$ cat src/rtl/rumf_pkg.sv
package rumf_pkg;

  localparam int MAX_DIM  = 4;
  localparam int PAT_W    = MAX_DIM * MAX_DIM;
  localparam int DIM_W    = 3;
  localparam int CNT_W    = 15;
  localparam int IDX_W    = 14;
  localparam int EPOCH_W  = 8;
  localparam int NUM_ROT  = 4;

  localparam logic [CNT_W-1:0]   COUNT_LIMIT = CNT_W'(16384);
  localparam logic [IDX_W-1:0]   INDEX_MAX   = {IDX_W{1'b1}};
  localparam logic [EPOCH_W-1:0] EPOCH_MAX   = {EPOCH_W{1'b1}};
  localparam logic [EPOCH_W-1:0] EPOCH_FIRST = EPOCH_W'(1);
  localparam logic [DIM_W-1:0]   DIM_RESET   = DIM_W'(MAX_DIM);

  typedef enum logic [1:0] {
    VERDICT_ACCEPT  = 2'd0,
    VERDICT_SYMM    = 2'd1,
    VERDICT_COVERED = 2'd2
  } verdict_t;

  typedef enum logic [2:0] {
    S_CLEAR,
    S_IDLE,
    S_READ,
    S_CHECK,
    S_WRITE,
    S_DONE
  } back_state_t;

  // one classified item on its way from front to back
  typedef struct packed {
    logic [NUM_ROT-1:0][PAT_W-1:0] rot;
    logic                          distinct;
    logic                          start_new;
  } job_t;

  function automatic logic [DIM_W-1:0] effective_dim(input logic [DIM_W-1:0] d);
    logic [DIM_W-1:0] r;
    if (d == '0) r = DIM_W'(1);
    else if (d > DIM_W'(MAX_DIM)) r = DIM_W'(MAX_DIM);
    else r = d;
    return r;
  endfunction

  function automatic logic [PAT_W-1:0] dim_mask(input logic [DIM_W-1:0] d);
    logic [PAT_W-1:0] m;
    case (d)
      3'd1:    m = PAT_W'(16'h0001);
      3'd2:    m = PAT_W'(16'h000F);
      3'd3:    m = PAT_W'(16'h01FF);
      default: m = {PAT_W{1'b1}};
    endcase
    return m;
  endfunction

  // clockwise quarter turn for a fixed side: new(i,j) = old(dd-1-j, i)
  function automatic logic [PAT_W-1:0] turn_fixed(input logic [PAT_W-1:0] p,
                                                  input int dd);
    logic [PAT_W-1:0] r;
    logic [3:0]       src;
    logic [3:0]       dst;
    r = '0;
    for (int i = 0; i < MAX_DIM; i++) begin
      for (int j = 0; j < MAX_DIM; j++) begin
        if (i < dd && j < dd) begin
          src    = 4'((dd - 1 - j) * dd + i);
          dst    = 4'(i * dd + j);
          r[dst] = p[src];
        end
      end
    end
    return r;
  endfunction

  function automatic logic [PAT_W-1:0] turn_quarter(input logic [PAT_W-1:0] p,
                                                    input logic [DIM_W-1:0] d);
    logic [PAT_W-1:0] r;
    case (d)
      3'd1:    r = turn_fixed(p, 1);
      3'd2:    r = turn_fixed(p, 2);
      3'd3:    r = turn_fixed(p, 3);
      default: r = turn_fixed(p, 4);
    endcase
    return r;
  endfunction

endpackage

$ cat src/rtl/rumf_front.sv
module rumf_front (
  input  logic                        clk,
  input  logic                        rst,
  input  logic                        cfg_we,
  input  logic [rumf_pkg::DIM_W-1:0]  cfg_wdata,
  input  logic                        in_valid,
  output logic                        in_ready,
  input  logic [rumf_pkg::PAT_W-1:0]  pattern_bits,
  input  logic                        start_new,
  output logic                        job_valid,
  input  logic                        job_ready,
  output rumf_pkg::job_t              job
);

  logic [rumf_pkg::DIM_W-1:0] grid_dim;
  logic [rumf_pkg::DIM_W-1:0] dim;
  logic [rumf_pkg::NUM_ROT-1:0][rumf_pkg::PAT_W-1:0] rot;

  always_ff @(posedge clk) begin
    if (rst) begin
      grid_dim <= rumf_pkg::DIM_RESET;
    end else if (cfg_we) begin
      grid_dim <= cfg_wdata;
    end
  end

  always_comb begin
    dim    = rumf_pkg::effective_dim(grid_dim);
    rot[0] = pattern_bits & rumf_pkg::dim_mask(dim);
    rot[1] = rumf_pkg::turn_quarter(rot[0], dim);
    rot[2] = rumf_pkg::turn_quarter(rot[1], dim);
    rot[3] = rumf_pkg::turn_quarter(rot[2], dim);
  end

  assign job.rot       = rot;
  assign job.distinct  = (rot[0] != rot[1]) && (rot[0] != rot[2]) && (rot[0] != rot[3]) &&
                         (rot[1] != rot[2]) && (rot[1] != rot[3]) && (rot[2] != rot[3]);
  assign job.start_new = start_new;
  assign job_valid     = in_valid;
  assign in_ready      = job_ready;

endmodule

$ cat config.mk
export PLATFORM = sky130hd
export DESIGN_NAME = rumf_front
export DESIGN_NICKNAME = d
export VERILOG_FILES = /design/src/rtl/rumf_pkg.sv /design/src/rtl/rumf_front.sv
export SDC_FILE = /design/constraint.sdc
export NUM_CORES = 1
export LEC_CHECK = 0
export ABC_AREA = 1
export BUFFER_PORTS_ARGS = -buffer_cell sky130_fd_sc_hd__buf_2
export CAP_MARGIN = 20
export CORE_UTILIZATION = 34
export CTS_BUF_LIST = sky130_fd_sc_hd__clkbuf_4 sky130_fd_sc_hd__clkbuf_8
export DETAILED_ROUTE_END_ITERATION = 10
export PLACE_DENSITY = 0.79
export SYNTH_ARGS = -nofsm -noshare
export SYNTH_HDL_FRONTEND = slang
export SYNTH_SLANG_ARGS = --single-unit
$ cat constraint.sdc
create_clock -name clk -period 1.3 [get_ports clk]
set_input_delay 0.26 -clock clk [delete_from_list [all_inputs] [get_ports clk]]
set_output_delay 0.26 -clock clk [all_outputs]
set_load 0.05 [all_outputs]
==> flow_summary.yaml, run 1 <==
placement:
  placedInstanceArea_mm2: 0.00218
  hpwl_um: 3520
  io_buffer_count: 86
  gp_congestion: 0.911
cts:
  cts_buffer_depth: 2
  cts_hold_buffers: 0
  clock-root-buffer: "clkbuf_4"
  post_cts_buffers: 11
  cts_inserted_buffers: 3
  cts-resized-gates: 186
  ctsHtreeMaxLevel: 1
  cts.sinks: 3
synth:
  synth_fp_nets: 211
  synthArstFlopShare_pct: 0
  synthFlopType: "dfxtp_1"
  synth_edf_count: 0
  synthCells: 186
  ys_seq_elements: 3
  yosys_warnings: 0
  synth_area_um2: 977
  seq_area_frac_synth_pct: 6.15
  ys_types: 24
  synth_area_per_cell_um2: 5.25
floorplanning:
  fp.dieW_um: 55.6
  start_util_pct: 35.7
  ios: 93
  die_y_um: 55.6
  rows: 19
run_status:
  outcome: "stopped before the end"
  tool.error: "[ERROR DPL-0038] Utilization greater than 100%, impossible to legalize"
  haltStage: "clock tree synthesis (4_1_cts)"
## per-stage QoR
step	cells	util, %	hold slack (ns)	setup slack (ns)
3_3_place_gp	352	79.6	0.464	-0.462
3_5_place_dp	352	79.6	0.474	-0.512
2_1_floorplan	186	-	0.353	-0.526
## cells by family after synthesis
logic type	count (synthesis)	synth area share, %
AO/OA/AOI/OAI	14	9.09
buffers and inverters	62	33.3
flip-flops	3	6.15
AND/OR/NAND/NOR	107	51.5
## synth_stat cells (2+ instances only)
master     instances  area [µm²]
o2111ai_1          2        17.5
buf_4             18         135
o21a_1             2        15.0
nor2_1            12        45.0
nand4_1            3        18.8
inv_2              2        7.51
a21oi_1            4        20.0
nand2_1           59         221
dfxtp_1            3        60.1
inv_1             38         143
nand2_2            3        18.8
nand3_2            3        30.0
buf_6              3        33.8
o21ai_0            4        20.0
nand3_1           21         105
==> run 2: changes to the inputs <==
CORE_AREA = 2 2 63 65   (was unset)
CORE_UTILIZATION = unset   (was 34)
CTS_BUF_LIST = unset   (was sky130_fd_sc_hd__clkbuf_4 sky130_fd_sc_hd__clkbuf_8)
DIE_AREA = 0 0 65 67   (was unset)
PLACE_DENSITY = unset   (was 0.79)
PLACE_DENSITY_LB_ADDON = 0.15   (was unset)
clock period = 1.7 ns   (was 1.3 ns; I/O delays follow)
==> run 2 against run 1 <==
  * Synthesized area unchanged
  * Synthesized cell count unchanged
  * The flow now finishes, with violations (setup timing)
==> flow_summary.yaml, run 2 <==
timing:
  setup_tns_ns: -4.53
  slew_viol_final: 0
  fin_ws_ns: -0.323
  hold_violations: 0
  rsz0062_at_grt: "true"
  min_period_over_period_pct: 119
  fin_skew_ns: 0
  fin_crit_ns: 2.02
  fmax_ghz: 0.494
  worst_slew_pin_slew_ns: 0.252
  max_slew_margin_pct: 83.3
  setup-violations-final: 23
  whs_ns: 0.329
setup_path:
  cp_cell_sequence: "buf_6 -> nor2_4 -> nand3_4 -> buf_4 -> buf_4 -> buf_4 -> o2111ai_2 -> buf_6"
  critical_path_class: "reg2out"
  critical-path-max-stage-delay_ns: 0.35
  crit_buf_inv: 5
  end_kind: "output pin"
  arrival_ns: 1.68
  critPathLaunchType: "register"
  cp_common_cell: "buf_4"
  cp_top_family: "buffers and inverters"
  critPathRequiredTime_ns: 1.36
  crit_path_top_delay_cell: "dfxtp_4"
  crit_fanout: 4
layout:
  layout_commonest_cell: "buf_4"
  largestRegisters: "grid_dim: 3 flops"
  nets: 350
  syn2layout_area_growth_pct: 142
  final.fill_count: 326
  regArea_um2: 68.8
  top_register: "grid_dim"
  largest_reg_flops: 3
  final_cell_mix: "66 x buf_4, 47 x buf_2, 41 x nand2_1, 30 x inv_1, 25 x buf_6"
  n_antenna_cell: 0
  multi_input_area_um2: 790
  drive_gt1_share_pct: 67.0
drt:
  drc: 0
  vias: 1631
  drtPass1Iterations: 4
  wl_per_cell_um: 11.8
  avgViaCountPerCell: 4.38
  totalWireLength_um: 4380
  drtAntennaViolNets: 0
  drt_iter0_drc: 48
synth:
  synth_area_um2: 977
  synthArstFlopShare_pct: 0
  synth_edf_count: 0
  yosysMostFrequentCell: "nand2_1"
  synthCells: 186
  synth_top_area_share_pct: 22.7
  yosys_warnings: 0
  synth_fp_nets: 211
  yosysTopAreaCell: "nand2_1"
  synth_common_cells: "59 x nand2_1, 38 x inv_1, 21 x nand3_1"
  ys_types: 24
  ys_seq_elements: 3
  seq_area_frac_synth_pct: 6.15
  synth_area_per_cell_um2: 5.25
  synthFlopType: "dfxtp_1"
  synthTopCellsByArea: "nand2_1 23%, inv_1 15%, buf_4 14%"
cts:
  cts_inserted_buffers: 3
  clkLatencyLatePin_ns: 0.21
  clock-root-buffer: "clkbuf_8"
  clk_pin_slew_ns: 0.03
  ctsHtreeMaxLevel: 1
  cts_tree: "done"
  cts.sinks: 3
  cts_buffer_depth: 2
grt:
  antenna_found_initial: 0
  grt_start_max_net_pins: 12
  track_usage_pct: 17.9
  overflow: 0
  grt_pass1_vias: 1443
  grt_pass1_wl_um: 6210
floorplanning:
  fp.dieArea_mm2: 0.00436
  ios: 93
  rows: 22
  start_util_pct: 27.1
  core-area_mm2: 0.00361
  die_y_um: 67
  fp.dieW_um: 65
placement:
  gp_congestion: 0.846
  hpwl_um: 3260
  io_buffer_count: 86
pwr:
  leakagePower_nw: 1.41
  p_per_area_mw_per_mm2: 608
  ir_worst_vdd_mv: 0.345
run_status:
  violations: "setup timing"
  outcome: "complete, but fails checks"
job:
  drv_cap: 0
min_path:
  worstHoldPathType: "in2reg"
[run 2: cell families after synthesis]
| logic type | after synthesis | share of synthesized area [%] |
|---|---|---|
| flops | 3 | 6.15 |
| buf+inv | 62 | 33.3 |
| simple gates | 107 | 51.5 |
| compound gates | 14 | 9.09 |
[run 2: worst paths after layout]
kind,start,to,slack (ns),cells after the start
min reg2reg,grid_dim[1],grid_dim[1],0.56,2
min,cfg_we,grid_dim[2],0.33,2
max,grid_dim[2],job[50],-0.32,8
max reg2reg,grid_dim[2],grid_dim[2],0.89,3
[run 2: repair_timing]
item,in CTS,in global routing
buffers inserted,3,7
hold buffers,0,0
endpoints found under the setup margin,36,43
pin swaps,7,16
gates resized for setup,80,51
[run 2: metrics by stage]
stage	util, %	std cells	worst slack, ns	area [µm²]	total power [mW]
global route	65.6	372	-0.403	2370	1.51
CTS	60.1	366	-0.258	2170	1.36
floorplan	-	186	-0.207	1070	0.803
global placement	51.0	359	-0.180	1840	1.04
finish	65.6	372	-0.323	2370	1.44
detailed placement	51.0	359	-0.179	1840	1.04
[run 2: worst reg2reg max path: cells and delay by family (launching register included)]
kind	cells	cell delay [ns]
compound gates	1	0.07
buf+inv	2	0.27
flops	1	0.35
[run 2: cell type report]
| class | instances | area share (%) |
|---|---|---|
| Sequential cell | 3 | 2.91 |
| Clock buffer | 4 | 1.90 |
| Multi-Input combinational cell | 121 | 33.4 |
| Tap cell | 48 | 2.54 |
| Timing Repair Buffer | 155 | 52.0 |
| Inverter | 41 | 7.30 |
[run 2: power breakdown]
group	internal, mW	leakage (nW)	switching (mW)	total, mW
logic	0.409	1.36	0.738	1.15
clock network	0.160	0.0228	0.0490	0.209
registers	0.0757	0.0260	0.00689	0.0825
total	0.645	1.41	0.794	1.44
[run 2: layer usage]
layer | global-route usage (%) | wire length [µm] | up-vias
met5 | 0 | 0 | -
met4 | 4.52 | 38 | 0
met3 | 1.52 | 299 | 4
met2 | 33.8 | 2270 | 74
met1 | 21.6 | 1770 | 721
li1 | - | - | 832
Note: power is estimated with default switching activity, not from simulation.
