`config.mk`:
```
export PLATFORM = sky130hd
export DESIGN_NAME = rumf_queue
export DESIGN_NICKNAME = d
export VERILOG_FILES = /design/src/rtl/rumf_pkg.sv /design/src/rtl/rumf_queue.sv
export SDC_FILE = /design/constraint.sdc
export NUM_CORES = 1
export LEC_CHECK = 0
export BUFFER_PORTS_ARGS = -buffer_cell sky130_fd_sc_hd__buf_2
export CAP_MARGIN = 0
export CORE_AREA = 2 2 98 100
export DETAILED_ROUTE_END_ITERATION = 6
export DIE_AREA = 0 0 100 102
export PLACE_DENSITY = 0.87
export SYNTH_ARGS = -nofsm -noshare
export SYNTH_HDL_FRONTEND = slang
export SYNTH_SLANG_ARGS = --single-unit
```
`constraint.sdc`:
```
create_clock -name clk -period 5.2 [get_ports clk]
set_clock_uncertainty 0.2 [all_clocks]
set_input_delay 0.52 -clock clk [delete_from_list [all_inputs] [get_ports clk]]
set_output_delay 0.52 -clock clk [all_outputs]
set_load 0.01 [all_outputs]
```
`src/rtl/rumf_pkg.sv`:
```
package rumf_pkg;

  localparam int MAX_DIM  = 4;
  localparam int PAT_W    = MAX_DIM * MAX_DIM;
  localparam int DIM_W    = 3;
  localparam int CNT_W    = 15;
  localparam int IDX_W    = 14;
  localparam int EPOCH_W  = 8;
  localparam int NUM_ROT  = 4;

  localparam logic [CNT_W-1:0]   COUNT_LIMIT = CNT_W'(16384);
  localparam logic [IDX_W-1:0]   INDEX_MAX   = {IDX_W{1'b1}};
  localparam logic [EPOCH_W-1:0] EPOCH_MAX   = {EPOCH_W{1'b1}};
  localparam logic [EPOCH_W-1:0] EPOCH_FIRST = EPOCH_W'(1);
  localparam logic [DIM_W-1:0]   DIM_RESET   = DIM_W'(MAX_DIM);

  typedef enum logic [1:0] {
    VERDICT_ACCEPT  = 2'd0,
    VERDICT_SYMM    = 2'd1,
    VERDICT_COVERED = 2'd2
  } verdict_t;

  typedef enum logic [2:0] {
    S_CLEAR,
    S_IDLE,
    S_READ,
    S_CHECK,
    S_WRITE,
    S_DONE
  } back_state_t;

  // one classified item on its way from front to back
  typedef struct packed {
    logic [NUM_ROT-1:0][PAT_W-1:0] rot;
    logic                          distinct;
    logic                          start_new;
  } job_t;

  function automatic logic [DIM_W-1:0] effective_dim(input logic [DIM_W-1:0] d);
    logic [DIM_W-1:0] r;
    if (d == '0) r = DIM_W'(1);
    else if (d > DIM_W'(MAX_DIM)) r = DIM_W'(MAX_DIM);
    else r = d;
    return r;
  endfunction

  function automatic logic [PAT_W-1:0] dim_mask(input logic [DIM_W-1:0] d);
    logic [PAT_W-1:0] m;
    case (d)
      3'd1:    m = PAT_W'(16'h0001);
      3'd2:    m = PAT_W'(16'h000F);
      3'd3:    m = PAT_W'(16'h01FF);
      default: m = {PAT_W{1'b1}};
    endcase
    return m;
  endfunction

  // clockwise quarter turn for a fixed side: new(i,j) = old(dd-1-j, i)
  function automatic logic [PAT_W-1:0] turn_fixed(input logic [PAT_W-1:0] p,
                                                  input int dd);
    logic [PAT_W-1:0] r;
    logic [3:0]       src;
    logic [3:0]       dst;
    r = '0;
    for (int i = 0; i < MAX_DIM; i++) begin
      for (int j = 0; j < MAX_DIM; j++) begin
        if (i < dd && j < dd) begin
          src    = 4'((dd - 1 - j) * dd + i);
          dst    = 4'(i * dd + j);
          r[dst] = p[src];
        end
      end
    end
    return r;
  endfunction

  function automatic logic [PAT_W-1:0] turn_quarter(input logic [PAT_W-1:0] p,
                                                    input logic [DIM_W-1:0] d);
    logic [PAT_W-1:0] r;
    case (d)
      3'd1:    r = turn_fixed(p, 1);
      3'd2:    r = turn_fixed(p, 2);
      3'd3:    r = turn_fixed(p, 3);
      default: r = turn_fixed(p, 4);
    endcase
    return r;
  endfunction

endpackage

```
`src/rtl/rumf_queue.sv`:
```
module rumf_queue (
  input  logic           clk,
  input  logic           rst,
  input  logic           push_valid,
  output logic           push_ready,
  input  rumf_pkg::job_t push_job,
  output logic           pop_valid,
  input  logic           pop_ready,
  output rumf_pkg::job_t pop_job
);

  rumf_pkg::job_t slots [2];
  logic           wr_ptr;
  logic           rd_ptr;
  logic [1:0]     fill;
  logic           push;
  logic           pop;

  assign push_ready = (fill != 2'd2);
  assign pop_valid  = (fill != 2'd0);
  assign pop_job    = slots[rd_ptr];
  assign push       = push_valid && push_ready;
  assign pop        = pop_valid && pop_ready;

  always_ff @(posedge clk) begin
    if (rst) begin
      wr_ptr <= 1'b0;
      rd_ptr <= 1'b0;
      fill   <= 2'd0;
    end else begin
      if (push) wr_ptr <= ~wr_ptr;
      if (pop)  rd_ptr <= ~rd_ptr;
      if (push && !pop)      fill <= fill + 2'd1;
      else if (pop && !push) fill <= fill - 2'd1;
    end
  end

  always_ff @(posedge clk) begin
    if (push) slots[wr_ptr] <= push_job;
  end

endmodule

```
**After elaboration in Yosys (flattened, before gate mapping)**

Memory sizes are Yosys's and may differ from the RTL's. A register that Yosys moved wholly into a read port is not among the register bits.
Cells that the tools add are included.
Widths: inputs -> output; s select.

- Bitwise gates (word level): 2
- Equal/unequal tests: 1
- Add/sub/neg operators: 2
- Multiplexer cells: 6
- Reduce and logical (&&, ||, !) cells: 8

Operators with widths:

| kind | number |
|---|---|
| $logic_and 1x1->1 | 4 |
| $mux 1 | 4 |
| $mux 2 | 2 |
| $reduce_bool 2->1 | 2 |
| $add 2x1->2 const B | 1 |
| $logic_not 1->1 | 2 |
| $ne 2x2->1 const B | 1 |
| $not 1->1 | 2 |
| $sub 2x1->2 const B | 1 |

- Memories: 1
- Bits in writable memories: 132
- Input port bits: 70
- Output and inout bits: 68
- Register bits after elaboration: 4

Memories:

| memory | depth | width | read ports | clocked after memory_dff | wr ports | RTL line | source |
|---|---|---|---|---|---|---|---|
| slots | 2 | 66 | 1 | 1 | 1 | rumf_queue.sv:12 | `rumf_pkg::job_t slots [2];` |

**Logic depth before layout (Yosys ltp)**

Gate-level depths: netlist of run 1.

- Depth after elaboration: 6
- Gate-level depth with buffers: 6
- Depth with buffers taken out: 6

**Least setup slack after synthesis of run 1**

No wires, ideal clock.

- Kind: reg-to-reg
- Start point: register fill[0]
- End point: memory slots[1][0] (netlist bit), enable pin
- Data arrival time: 2.238 ns
- Cell stages (with the launch flop): 3
- Clock period less this slack: 2.870 ns
- Path slack: 2.330 ns
- Path through: dfxtp_1 > nand2b_1 > and3_1

- Longest elaborated chain between the ends: 4

RTL lines:

| element | RTL line | source |
|---|---|---|
| start: declaration | rumf_queue.sv:15 | `logic [1:0] fill;` |
| start signal: assignment | rumf_queue.sv:33 | `if (push && !pop) fill <= fill + 2'd1;` |
| start signal: assignment | rumf_queue.sv:34 | `else if (pop && !push) fill <= fill - 2'd1;` |
| $ne 2x2->1 | rumf_queue.sv:19 | `assign push_ready = (fill != 2'd2);` |
| via push_ready | rumf_queue.sv:5 | `output logic push_ready,` |
| $logic_and 1x1->1 | rumf_queue.sv:22 | `assign push = push_valid && push_ready;` |
| $mux 1 | rumf_queue.sv:39 | `if (push) slots[wr_ptr] <= push_job;` |
| $mux 1 (implied by the code) | rumf_queue.sv:39 |  |
| end: declaration | rumf_queue.sv:12 |  |

The timed path passes the listed nets, and every way through them passes these cells.

==> out/results.md, run 1 <==
| Parameter | Value | Unit |
|:---|:---|:---|
| Run status | completed | - |
| Vert. Die Dim | 102 | µm |
| Initial antenna violation count | 0 | - |
| Largest vdd supply drop | 0.2554 | mV |
| Number of buffers added on ports | 137 | - |
| Remaining antenna violation count | 0 | - |
| RSZ-0062 raised after global routing | false | - |
| Max H-tree Level | 4 | - |
| Max-cap violations | 0 | - |
| Leakage dissipation | 2.636 | nW |
| DRC marker count from the first detailed-route iteration | 118 | - |
| Slew at the pin closest to its max-slew limit | 0.9253 | ns |
| Area enclosed by the die boundary | 10200 | µm² |
| Power density cells | 467.4 | nW/µm² |
| Setup crit end kind | output port | - |
| Placed inst area | 5771 | µm² |
| Core ar. | 9109 | µm² |
| Number of diodes added for antenna fixing | 0 | - |
| Maximum frequency from static timing analysis | 364.1 | MHz |
| Mapped Avg Cell Area | 21.80 | µm² |
| Post-cts resize count | 0 | - |
| Min-Delay Path Class | input port to register | - |
| CTS tree | done | - |
| Nets | 516 | - |
| Overflow left after global routing | 0 | - |
| Top metal layer carrying routed signals | met4 | - |
| CP top delay family | flip-flops | - |
| Final Setup Violations | 0 | - |
| Width of the chip | 100 | µm |
| Global Route Usage Sum | 19.62 | % |
| Most common library cell in the layout ignoring fill and taps | sky130_fd_sc_hd__buf_2 | - |
| Wire length on met2 | 4989 | µm |
| Total Wirelength | 9838 | µm |
| Count of buffering cells on the critical path with inverters included | 1 | - |
| Clock transition time at the flip-flop clock pins of the worst setup and hold paths | 0.05 | ns |
| Boundary Pins | 138 | - |
| Worst-case hold slack | 0.06635 | ns |
| Pin count of the biggest net entering global routing | 67 | - |
| Detail-routed net length per standard cell | 17.32 | µm |
| Distinct cell type count after synthesis | 19 | - |
| Placed cell count | 471 | - |
| Startpoint of the tightest hold check path | rst | - |
| Global-route wire length before repair | 14670 | µm |
| Required time of the critical path | 4.48 | ns |
| Cts bufs inserted | 17 | - |
| Data arrival time of the critical path | 2.03 | ns |
| Root cell of the clock tree | sky130_fd_sc_hd__clkbuf_8 | - |
| Type of the worst setup path | register to output port | - |
| Share of final-layout standard cells stronger than drive strength 1 | 52.08 | % |
| Worst slew slack as a fraction of its limit | 38.31 | % |
| Beginning of the worst register-to-register path | fill[0]$_SDFFE_PP0P_ | - |
| CP cell instances | mux2_2 > buf_2 | - |
| Setup TNS after final layout | 0 | ns |
| Latest clock arrival within the worst-skew pair | 0.50 | ns |
| Yosys warnings | 0 | - |
| Sequential share of the synthesized area | 81.40 | % |
| Detailed-routing iteration count for the pre-antenna-repair pass | 4 | - |
| Number of standard cells after synthesis | 229 | - |
| Via count of the first global-routing pass | 3022 | - |
| Area Growth Syn to Fin | 39.65 | % |
| Finished Cell Area | 6972 | µm² |
| Routability Congestion | 0.6671 | - |
| Leading cell types in the layout, fill and taps excluded | sky130_fd_sc_hd__buf_2, sky130_fd_sc_hd__edfxtp_1, sky130_fd_sc_hd__mux2_2, sky130_fd_sc_hd__dlygate4sd3_1, sky130_fd_sc_hd__clkbuf_16 | - |
| Number of core rows | 35 | - |
| Slowest Stage Delay on Critical Path | 0.95 | ns |
| Synth Cell Area | 4992 | µm² |
| Via-per-instance ratio | 5.012 | - |
| Pins over their slew limit | 0 | - |
| Hpwl dp | 5259 | µm |
| Critical Path Start Type | register | - |
| Total number of vias | 2847 | - |
| Flip-flop and latch count after synthesis | 137 | - |
| Cell Count, Final, Fillers Out | 568 | - |
| Synthesized Nets | 300 | - |
| Period utilisation layout | 52.82 | % |
| Final Critical Period | 2.747 | ns |
| Top fanout value on the critical path | 66 | - |
| Filler cell count | 532 | - |
| Number of hold violations in the final report | 0 | - |
| Routed length on met3 | 477 | µm |
| Metal-1 WL | 4162 | µm |
| Residual DRC count | 0 | - |
| Longest Clk Path Bufs | 2 | - |
| Worst path slowest cell | sky130_fd_sc_hd__dfxtp_4 | - |
| Clock Sink Count | 137 | - |
| Total area of multi-input combinational cells | 867.1 | µm² |
| Area taken by flip-flops and latches | 4068 | µm² |
| Effective utilization at floorplan | 54.81 | % |
[synthesized netlist by cell type]
master,count,share of area (%)
sky130_fd_sc_hd__xor2_1,3,0.53
sky130_fd_sc_hd__nand2b_1,1,0.13
sky130_fd_sc_hd__dfxtp_1,5,2.0
sky130_fd_sc_hd__a21oi_1,2,0.20
sky130_fd_sc_hd__a21bo_2,1,0.20
sky130_fd_sc_hd__or2_2,1,0.13
sky130_fd_sc_hd__o21ai_0,2,0.20
sky130_fd_sc_hd__inv_1,1,0.075
sky130_fd_sc_hd__or3_1,1,0.13
sky130_fd_sc_hd__mux2_2,66,15
sky130_fd_sc_hd__nor2_1,3,0.23
sky130_fd_sc_hd__ha_1,1,0.25
sky130_fd_sc_hd__nand3b_1,1,0.15
sky130_fd_sc_hd__and2_1,1,0.13
sky130_fd_sc_hd__and3_1,1,0.13
sky130_fd_sc_hd__edfxtp_1,132,79
sky130_fd_sc_hd__buf_6,4,0.90
sky130_fd_sc_hd__buf_4,1,0.15
sky130_fd_sc_hd__buf_2,2,0.20
[power breakdown]
part,total [W],internal (W),switching (W)
sequential,0.00149,0.00138,0.000111
combinational,0.000685,0.000357,0.000328
clock,0.00108,0.000635,0.000445
total,0.00326,0.00238,0.000884
[sequential cells by signal (all words and copies together), names as in the netlist, named ones only]
register and count:
rd_ptr 1, slots 132, wr_ptr 1, fill 2
[path summary, 6_finish.rpt]
check / to / slack (ns) / depth (start not counted)
hold / removal: register / 0.07 / 2
setup / recovery: pop_job[36] / 2.45 / 2
hold reg to reg: rd_ptr$_SDFFE_PP0P_ / 0.31 / 2
setup reg to reg: slots[0][33]$_DFFE_PP_ / 2.80 / 4
[stage by stage]
stage	power [W]	util, %	setup WS [ns]
2_1_floorplan	0.001909	-	2.330
3_3_place_gp	0.002127	63.35	2.835
3_5_place_dp	0.002154	63.35	2.752
4_1_cts	0.003278	76.54	2.377
5_1_grt	0.003387	76.54	2.333
6_report	0.003259	76.54	2.453
[routing by layer]
layer  vias up  GRT usage (%)
met1      1376          23.48
met5         -              0
li1       1346              -
met4         0          8.851
met3        22          4.925
met2       103          33.99
[final cells by class]
class                      count  share of cell area [%]
timing repair buffer         204                   19.42
sequential                   137                   58.35
clock inverter                13                   1.759
tap                          111                   1.992
multi-input combinational     84                   12.44
clock buffer                  18                   5.994
inverter                       1                 0.05384
[cell families after synthesis]
logic type | after synthesis | share of synthesized area [%]
AO/OA/AOI/OAI | 5 | 0.6015
XOR/XNOR | 3 | 0.5264
adder cells (fa/ha/maj) | 1 | 0.2506
buffers and inverters | 8 | 1.328
flip-flops | 137 | 81.40
multiplexers | 66 | 14.89
AND/OR/NAND/NOR | 9 | 1.003
[repair_timing]
item                                    CTS  global route
hold endpoints to repair                131             0
setup buffers                             0             0
hold buffers                             66             0
endpoints found under the setup margin    0             0
Note: power is estimated with default switching activity, not from simulation.
==> inputs of run 2 (changes only) <==
- CORE_AREA: 2 2 98 100 -> 2 2 107 109
- DIE_AREA: 0 0 100 102 -> 0 0 109 111
- PLACE_DENSITY: 0.87 -> 0.78
- clock period: 5.2 -> 2.2 ns (I/O delays scaled with it)
==> run 2 against run 1 <==
Against the previous run:
- via count increased by 0.53%
- sequential power increased by 130%
- sequential share of layout area decreased by 1.9 points
- combinational power increased to 2.7 times the previous value
- highest routed layer unchanged
==> out/results.md, run 2 (same netlist as run 1, synthesis figures left out) <==
| Parameter | Value | Unit | Change |
|:---|:---|:---|:---|
| Vert. Die Dim | 111 | µm | +8.8% |
| Routed length on met3 | 518 | µm | +8.6% |
| Period utilisation layout | 93.69 | % |  |
| Min-Delay Path Class | input port to register | - |  |
| Number of core rows | 39 | - | +11% |
| Residual DRC count | 0 | - | unchanged |
| Final Setup Violations | 0 | - | unchanged |
| Detail-routed net length per standard cell | 15.19 | µm | -12% |
| Metal-1 WL | 3514 | µm | -16% |
| Root cell of the clock tree | sky130_fd_sc_hd__clkbuf_16 | - |  |
| Maximum frequency from static timing analysis | 485.2 | MHz |  |
| Leakage dissipation | 2.734 | nW | +3.7% |
| CTS tree | done | - |  |
| Sequential share of power | 41.3 | % | -4.5 points |
| Boundary Pins | 138 | - | unchanged |
| Post-cts resize count | 0 | - | unchanged |
| Via-per-instance ratio | 4.707 | - | -6.1% |
| DRC marker count from the first detailed-route iteration | 75 | - | -36% |
| Worst slew slack as a fraction of its limit | 74.88 | % | +37 points |
| Core ar. | 11080 | µm² | +22% |
| Overflow left after global routing | 0 | - | unchanged |
| Worst-case hold slack | 0.06188 | ns | -0.004467 ns |
| Number of hold violations in the final report | 0 | - | unchanged |
| Type of the worst setup path | register to output port | - |  |
| Pins over their slew limit | 0 | - | unchanged |
| Latest clock arrival within the worst-skew pair | 0.40 | ns | -0.10 ns |
| Filler cell count | 779 | - | +46% |
| Global Route Usage Sum | 15.69 | % | -3.9 points |
| Width of the chip | 109 | µm | +9.0% |
| Number of buffers added on ports | 137 | - | unchanged |
| Register with the most flip-flops | slots | - |  |
| Setup TNS after final layout | 0 | ns | unchanged |
| Detailed-routing iteration count for the pre-antenna-repair pass | 4 | - | unchanged |
| Critical Path Start Type | register | - |  |
| Total number of vias | 2862 | - | +0.53% |
| Global-route wire length before repair | 14300 | µm | -2.5% |
| Largest register FFs | 132 | - | unchanged |
| Largest vdd supply drop | 0.7513 | mV | +190% |
| Cts bufs inserted | 17 | - | unchanged |
| Leading cell types in the layout, fill and taps excluded | sky130_fd_sc_hd__buf_2, sky130_fd_sc_hd__edfxtp_1, sky130_fd_sc_hd__dlygate4sd3_1, sky130_fd_sc_hd__mux2_2, sky130_fd_sc_hd__clkbuf_16 | - |  |
| Largest registers | slots: 132 flops, fill: 2 flops | - |  |
| Most common library cell in the layout ignoring fill and taps | sky130_fd_sc_hd__buf_2 | - |  |
| Via count of the first global-routing pass | 3121 | - | +3.3% |
| Max H-tree Level | 4 | - | unchanged |
| Nets | 523 | - | +1.4% |
| Setup crit end kind | output port | - |  |
| Combinational cell fraction of total power | 22.4 | % | +1.4 points |
| Wire length on met2 | 5028 | µm | +0.78% |
| Area Growth Syn to Fin | 44.49 | % |  |
| Effective utilization at floorplan | 45.07 | % | -9.7 points |
| Max-cap violations | 0 | - | unchanged |
| Total Wirelength | 9235 | µm | -6.1% |
| Number of buffers inserted by post-CTS setup repair | 0 | - | unchanged |
| Clock Sink Count | 137 | - | unchanged |
| Longest Clk Path Bufs | 2 | - | unchanged |
| Hpwl dp | 5311 | µm | +0.99% |
| Final Critical Period | 2.061 | ns |  |
| Share of final-layout standard cells stronger than drive strength 1 | 53.33 | % | +1.3 points |
| Switching power | 0.002032 | W | +130% |
| Switching part of the total power | 24.96 | % | -2.1 points |
| Routability Congestion | 0.6726 | - | +0.82% |
| Internal power consumption | 0.006107 | W | +160% |
| Number of diodes added for antenna fixing | 0 | - | unchanged |
| Clock transition time at the flip-flop clock pins of the worst setup and hold paths | 0.05 | ns | about the same |
| Slew at the pin closest to its max-slew limit | 0.3769 | ns | -0.5484 ns |
| Data arrival time of the critical path | 1.64 | ns | -0.39 ns |
| Area taken by flip-flops and latches | 4069 | µm² | about the same |
| Area enclosed by the die boundary | 12100 | µm² | +19% |
| Setup slack at placement | 0.4466 | ns | -2.305 ns |
| Required time of the critical path | 1.78 | ns | -2.70 ns |
| Clock Power Share | 36.3 | % | +3.2 points |
| Run status | completed | - |  |
| Pin count of the biggest net entering global routing | 67 | - | unchanged |
| Top fanout value on the critical path | 66 | - | unchanged |
| RSZ-0062 raised after global routing | false | - |  |
| Final worst slack | 0.1389 | ns | -2.314 ns |
| Initial antenna violation count | 0 | - | unchanged |
| Remaining antenna violation count | 0 | - | unchanged |
| Top metal layer carrying routed signals | met4 | - |  |
| Power density cells | 1128 | nW/µm² | +140% |
| Total area of multi-input combinational cells | 874.6 | µm² | +0.87% |
## run 2: cell count changes in the layout (fill, tap and decap cells not counted), moves of 2 or more
cell / before / now
sky130_fd_sc_hd__buf_12: 0 / 3
sky130_fd_sc_hd__buf_4: 1 / 3
sky130_fd_sc_hd__bufinv_16: 1 / 4
sky130_fd_sc_hd__clkinv_2: 0 / 2
sky130_fd_sc_hd__dlygate4sd3_1: 66 / 68
## run 2: layer usage
metal | track usage (%) | up-vias
met2 | 28.78 | 97
met5 | 0 | -
met4 | 6.410 | 0
met1 | 15.91 | 1391
li1 | - | 1355
met3 | 5.232 | 19
## run 2: cell type report
type,instances,share of cell area [%]
flip-flops and latches,137,56.41
well taps,143,2.480
inverters,1,0.1041
clock inverters,14,2.706
repair buffers,211,20.09
multi-input cells,84,12.12
clock buffers,18,6.088
## run 2: final timing paths
path                        startpoint                    to  cells after the start  slack [ns]
setup / recovery              register           pop_job[65]                      3        0.14
hold reg to reg    rd_ptr$_SDFFE_PP0P_   rd_ptr$_SDFFE_PP0P_                      2        0.31
setup reg to reg  fill[1]$_SDFFE_PP0P_  fill[1]$_SDFFE_PP0P_                      5        0.44
hold / removal               pop_ready   rd_ptr$_SDFFE_PP0P_                      4        0.06
## run 2: stage by stage
stage	total power, W	instances	util [%]	cell area (µm²)
4_1_cts	0.008231	608	65.12	7213
3_5_place_dp	0.005160	508	53.25	5898
2_1_floorplan	0.004521	229	-	5006
6_report	0.008138	608	65.12	7213
5_1_grt	0.008504	608	65.12	7213
3_3_place_gp	0.005116	508	53.25	5898
## run 2: critical path: stages (launching register included)
cell	delay, ns
sky130_fd_sc_hd__dfxtp_4	0.34
sky130_fd_sc_hd__buf_12	0.31
sky130_fd_sc_hd__mux2_2	0.40
sky130_fd_sc_hd__buf_2	0.14
## run 2: power groups by stage
stage	sequential, W	combinational [W]	clock [W]
global placement	0.00339	0.00173	0
global route	0.00339	0.00198	0.00314
detailed placement	0.00341	0.00175	0
floorplan	0.00339	0.00113	0
CTS	0.00336	0.00185	0.00302
finish	0.00336	0.00182	0.00296
## run 2: timing repair
action                                  in CTS  in global routing
hold buffers                                68                  0
endpoints found under the setup margin       0                  0
hold endpoints to repair                   137                  0
